`src/design/lph_pkg.sv`:
```
// Shared types, sizes and codes for the linear probing hash table.
package lph_pkg;

  localparam int TABLE_SLOTS = 512;
  localparam int KEY_BITS    = 32;
  localparam int VALUE_BITS  = 32;
  localparam int SLOT_BITS   = (TABLE_SLOTS > 1) ? $clog2(TABLE_SLOTS) : 1;

  // Fixed field widths of the item ports
  localparam int HOME_BITS   = 9;
  localparam int KEY_W       = 32;
  localparam int VAL_W       = 32;

  localparam logic ACT_INSERT = 1'b0;
  localparam logic ACT_LOOKUP = 1'b1;

  localparam logic [1:0] ST_OK   = 2'd0;
  localparam logic [1:0] ST_MISS = 2'd1;
  localparam logic [1:0] ST_FULL = 2'd2;

  typedef struct packed {
    logic                 action;
    logic [KEY_W-1:0]     key_token;
    logic [HOME_BITS-1:0] home_slot;
    logic [VAL_W-1:0]     entry_value;
    logic                 value_present;
  } lph_req_t;

  typedef struct packed {
    logic [1:0]           status;
    logic [HOME_BITS-1:0] slot_used;
    logic [VAL_W-1:0]     found_value;
    logic                 has_value;
  } lph_rsp_t;

  typedef struct packed {
    logic                  occ;
    logic                  present;
    logic [VALUE_BITS-1:0] value;
    logic [KEY_BITS-1:0]   key;
  } lph_entry_t;

  // Controller to datapath
  typedef struct packed {
    logic       clr_step;
    logic       load;
    logic       reduce;
    logic       rd_home;
    logic       rd_next;
    logic       wr_entry;
    logic       emit;
    logic [1:0] emit_status;
    logic       emit_hit;
  } lph_cmd_t;

  // Datapath to controller
  typedef struct packed {
    logic clr_last;
    logic home_ge;
    logic action;
    logic occ;
    logic key_eq;
    logic cnt_last;
  } lph_sts_t;

endpackage

```
`src/design/lph_ctrl.sv`:
```
// Sequencer for clearing, home slot reduction and slot probing.
module lph_ctrl (
  input  logic              clk_i,
  input  logic              rst_ni,
  input  logic              start_i,
  input  lph_pkg::lph_sts_t sts_i,
  output lph_pkg::lph_cmd_t cmd_o,
  output logic              busy_o
);
  import lph_pkg::*;

  localparam logic [1:0] S_CLEAR = 2'd0;
  localparam logic [1:0] S_IDLE  = 2'd1;
  localparam logic [1:0] S_HOME  = 2'd2;
  localparam logic [1:0] S_EVAL  = 2'd3;

  logic [1:0] state_q, state_d;

  always_ff @(posedge clk_i or negedge rst_ni) begin
    if (!rst_ni) begin
      state_q <= S_CLEAR;
    end else begin
      state_q <= state_d;
    end
  end

  always_comb begin
    state_d = state_q;
    cmd_o   = '0;
    unique case (state_q)
      S_CLEAR: begin
        cmd_o.clr_step = 1'b1;
        if (sts_i.clr_last) state_d = S_IDLE;
      end
      S_IDLE: begin
        if (start_i) begin
          cmd_o.load = 1'b1;
          state_d    = S_HOME;
        end
      end
      S_HOME: begin
        // fold an out-of-range home slot, then read it
        if (sts_i.home_ge) begin
          cmd_o.reduce = 1'b1;
        end else begin
          cmd_o.rd_home = 1'b1;
          state_d       = S_EVAL;
        end
      end
      S_EVAL: begin
        if (sts_i.action == ACT_INSERT) begin
          priority if (!sts_i.occ) begin
            cmd_o.wr_entry    = 1'b1;
            cmd_o.emit        = 1'b1;
            cmd_o.emit_status = ST_OK;
            state_d           = S_IDLE;
          end else if (sts_i.cnt_last) begin
            cmd_o.emit        = 1'b1;
            cmd_o.emit_status = ST_FULL;
            state_d           = S_IDLE;
          end else begin
            cmd_o.rd_next = 1'b1;
          end
        end else begin
          priority if (!sts_i.occ) begin
            cmd_o.emit        = 1'b1;
            cmd_o.emit_status = ST_MISS;
            state_d           = S_IDLE;
          end else if (sts_i.key_eq) begin
            cmd_o.emit        = 1'b1;
            cmd_o.emit_status = ST_OK;
            cmd_o.emit_hit    = 1'b1;
            state_d           = S_IDLE;
          end else if (sts_i.cnt_last) begin
            cmd_o.emit        = 1'b1;
            cmd_o.emit_status = ST_MISS;
            state_d           = S_IDLE;
          end else begin
            cmd_o.rd_next = 1'b1;
          end
        end
      end
      default: state_d = S_CLEAR;
    endcase
  end

  assign busy_o = (state_q != S_IDLE);

endmodule

```
`config.mk`:
```
export PLATFORM = sky130hd
export DESIGN_NAME = lph_ctrl
export DESIGN_NICKNAME = d
export VERILOG_FILES = /design/src/design/lph_pkg.sv /design/src/design/lph_ctrl.sv
export SDC_FILE = /design/constraint.sdc
export NUM_CORES = 1
export LEC_CHECK = 0
export BUFFER_PORTS_ARGS = -buffer_cell sky130_fd_sc_hd__buf_2
export CAP_MARGIN = 10
export CORE_AREA = 5 5 42 44
export CTS_BUF_LIST = sky130_fd_sc_hd__clkbuf_16
export DETAILED_ROUTE_END_ITERATION = 8
export DIE_AREA = 0 0 47 49
export GPL_TIMING_DRIVEN = 0
export PLACE_DENSITY = 0.51
export SYNTH_ARGS = -nofsm -noshare
export SYNTH_HDL_FRONTEND = slang
export SYNTH_SLANG_ARGS = --single-unit
```
`constraint.sdc`:
```
create_clock -name clk_i -period 1.3 [get_ports clk_i]
set_clock_uncertainty 0.15 [all_clocks]
set_input_delay 0 -clock clk_i [delete_from_list [all_inputs] [get_ports clk_i]]
set_output_delay 0 -clock clk_i [all_outputs]
set_load 0.005 [all_outputs]
```
==> summary by stage <==
Run status
The flow ran to the end, and the final reports show no timing, DRC or antenna violations.

Worst setup path
The cell with the biggest individual delay on the critical path is sky130_fd_sc_hd__dfrtp_1. The worst setup path is launched from a flop. In this design, the stage delay of the slowest critical-path cell is 0.35 ns. Among cell families on the critical path, the largest total delay comes from flip-flops.

The slack of the worst reg-to-reg path is 0.23 ns. The worst setup path is captured at a primary output. The end of the worst register-to-register path is state_q[0]. Data on the critical path is required at its endpoint by 1.15 ns. The launch point of the critical path is state_q[0]. The classification of the worst setup path is flop to primary output.

The source of the worst register-to-register timing path is state_q[0]. The number of buffers and inverters on the critical path is 2. The highest net fanout along the worst path is 5. Traced cell by cell, the critical path runs through buf_6 -> nand3_2 -> nor3b_1 -> buf_2.

The depth of the most critical reg-to-reg path is 3. Data on the critical path arrives at its endpoint at 1.11 ns.

Global routing
The sum of overflow across all layers after global routing is 0. Entering global routing, the biggest net connects 11 pins. In the global route stage, overall resource usage came out at 6.69%.

The first-pass GRT wire length is 1050 um. The number of antenna violations at the first check in global routing came to 0. The via count of the first global-routing pass is 270.

Power
The analysis attributes to cell leakage a power of 0.228 nW. The sum of internal, switching and leakage power is 0.000947 W. The largest vdd supply drop is 0.729 mV.

The total power per unit cell area is 2130 nW/um2.

Final layout
For this run, the share of the core covered by cells in the final layout is 31.7%. The flip-flop count of the largest register, all copies and words added is 2. The fraction of layout cells with a size suffix above 1 is 56.6%. The repair_antennas step left the layout with diodes totalling 0. The largest register by flop count is state_q.

The largest registers in the layout are state_q (2). The net count of the finished layout is 64. After the flow finishes, the layout carries non-filler instances totaling 69. The post-synthesis to final-layout area growth is 123%.

Routing
Dividing the detail-routed wire length by the instance count gives 10.1 um. The DRC marker count from the first detailed-route iteration is 0. In the routed design, unresolved DRC markers number 0.

Once detail routing completed, the nets flagged for antenna violations numbered 0. The number of vias in the routed layout is 271. For this run, the detailed router's first-pass iteration total came to 1. The routed wire length is 699 um. The via density per instance is 3.93.

STA
Setup repair after global routing left no endpoint under its margin. The final-layout worst hold slack is 0.00106 ns. At the pin with the least slew margin, the transition time is 0.190 ns.

The final number of max-transition violations was 0. Dividing the final minimum period by the clock period gives 96.6%. Setup violations remaining at the end of the flow were counted as 0.

The worst pin sits at a relative slew slack of 87.3%. The fmax is 796 MHz. The setup TNS is 0 ns. The final number of hold-violating endpoints is 0. The time the worst path needs with I/O delays and setup is 1.26 ns.

Hold path
The type of the worst min-delay path is input pin to flop. The worst hold path depth is 3. The worst min-delay path endpoint is state_q[0]. The beginning of the worst hold path is sts_i[4].

Die
In this run the count of I/O pins placed on the die edge is 20. The horizontal extent of the die is 47 um. The region available for standard cell placement spans 1400 um2.

The floorplan row count is 14. The die area is 2300 um2. The starting density of the core is 14.2%.

The height of the die is 49 um.

Clock tree
Clock tree synthesis inserted a total of 3 buffers. In this run the deepest clock path goes through 2 buffers. The total of cells resized after clock tree synthesis is 0. The clock-pin slew on the worst setup and hold paths is 0.03 ns. CTS built an H-tree with a depth of 1. The clock tree from TritonCTS is yes. CTS saw 2 sinks.

The clock insertion delay at the later pin of the skew report is 0.22 ns. Clock tree synthesis selected as its root buffer the cell sky130_fd_sc_hd__clkbuf_16.

Synthesis
Summing the sequential cell areas from Yosys gives 25.2% of the chip area. In this run the mean area of a mapped cell was 7.96 um2. In this run, distinct cell masters in the synthesized netlist total 16. The total of warnings raised by yosys is 0.

Synthesis handed over a netlist of 25 instances. The synthesized netlist occupies a cell area of 199 um2. The number of nets handed over by synthesis was 34. In this run, synthesis produced a sequential element count of 2.

Placed design
The weighted congestion reported at the end of routability-driven placement is 0.624. The HPWL after detailed placement is 493 um. Buffers placed on the I/O ports in this run total 19.

The post-placement cell count is 60.

Run
The max capacitance violation total is 0.
-- cells by family after synthesis --
| family | after synthesis | synth area share, % |
|---|---|---|
| simple gates | 15 | 50.3 |
| compound gates | 6 | 17.0 |
| flops | 2 | 25.2 |
| buf+inv | 2 | 7.54 |
-- how the worst max path moves through the flow --
stage | depth (start not counted) | slack (ns) | to
CTS | 4 | 0.03 | cmd_o[5]
global route | 3 | 0.002 | cmd_o[7]
global placement | 3 | 0.25 | state_q[0]
floorplan | 3 | 0.29 | state_q[0]
finish | 4 | 0.04 | cmd_o[5]
detailed placement | 3 | 0.24 | state_q[0]
-- final cells by class --
type	count	area (um2)
multi-input combinational	21	134
clock buffer	3	75.1
sequential	2	50.0
inverter	1	3.75
timing repair buffer	25	150
fill	164	957
buffer	1	11.3
tap	16	20.0
-- worst min-delay path, delay by kind of cell --
kind,cells,cell delay [ns]
buffers and inverters,1,0.09
and+or+nand+nor,1,0.17
AOI/OAI and AO/OA,1,0.06
-- per-layer routing --
layer | track usage [%] | vias to the layer above | routed length (um)
met5 | 0 | - | 0
met2 | 7.47 | 13 | 299
met3 | 3.69 | 0 | 67
met1 | 8.13 | 114 | 332
li1 | - | 144 | -
met4 | 6.91 | 0 | 0
-- power breakdown --
| group | switching [W] | internal (W) |
|---|---|---|
| clock | 0.0000659 | 0.000391 |
| combinational | 0.000190 | 0.000172 |
| sequential | 0.0000359 | 0.0000927 |
-- through the flow --
step           setup slack [ns]  area (um2)
3_3_place_gp              0.250         314
5_1_grt                 0.00213         444
3_5_place_dp              0.243         314
4_1_cts                  0.0325         439
6_report                 0.0442         444
2_1_floorplan             0.290         199
-- synth_stat cells --
cell type                  instances  area [um2]
sky130_fd_sc_hd__a21oi_2           1        8.76
sky130_fd_sc_hd__nor2_1            2        7.51
sky130_fd_sc_hd__and3_2            1        7.51
sky130_fd_sc_hd__a21oi_1           4        20.0
sky130_fd_sc_hd__nand3_1           1        5.00
sky130_fd_sc_hd__nor3b_4           1        18.8
sky130_fd_sc_hd__nor3b_1           1        7.51
sky130_fd_sc_hd__o21ai_0           1        5.00
sky130_fd_sc_hd__nand2_1           4        15.0
sky130_fd_sc_hd__inv_2             1        3.75
sky130_fd_sc_hd__nand3_2           1        10.0
sky130_fd_sc_hd__buf_6             1        11.3
sky130_fd_sc_hd__nor3_1            2        10.0
sky130_fd_sc_hd__nand2b_1          1        6.26
sky130_fd_sc_hd__nor3b_2           1        12.5
sky130_fd_sc_hd__dfrtp_1           2        50.1
-- repair_timing --
item | in CTS | in global routing
hold buffers | 5 | 0
buffers inserted | 0 | 0
endpoints found under the setup margin | 0 | 1
hold endpoints to repair | 4 | 0
-- layout by cell type (no fill, tap or decap) --
cell and n:
sky130_fd_sc_hd__buf_2 20, sky130_fd_sc_hd__dlygate4sd3_1 5, sky130_fd_sc_hd__a21oi_1 4, sky130_fd_sc_hd__nand2_1 4, sky130_fd_sc_hd__clkbuf_16 3, sky130_fd_sc_hd__nor2_1 2, sky130_fd_sc_hd__nor3_1 2, sky130_fd_sc_hd__dfrtp_1 2
sky130_fd_sc_hd__buf_6 1, sky130_fd_sc_hd__a21oi_2 1, sky130_fd_sc_hd__nand3_2 1, sky130_fd_sc_hd__nor3b_2 1, sky130_fd_sc_hd__nand2b_1 1, sky130_fd_sc_hd__nand3_1 1, sky130_fd_sc_hd__inv_2 1, sky130_fd_sc_hd__nor3b_4 1
sky130_fd_sc_hd__nor3b_1 1, sky130_fd_sc_hd__and3_2 1, sky130_fd_sc_hd__o21ai_0 1
(Power assumes the default switching activity.)
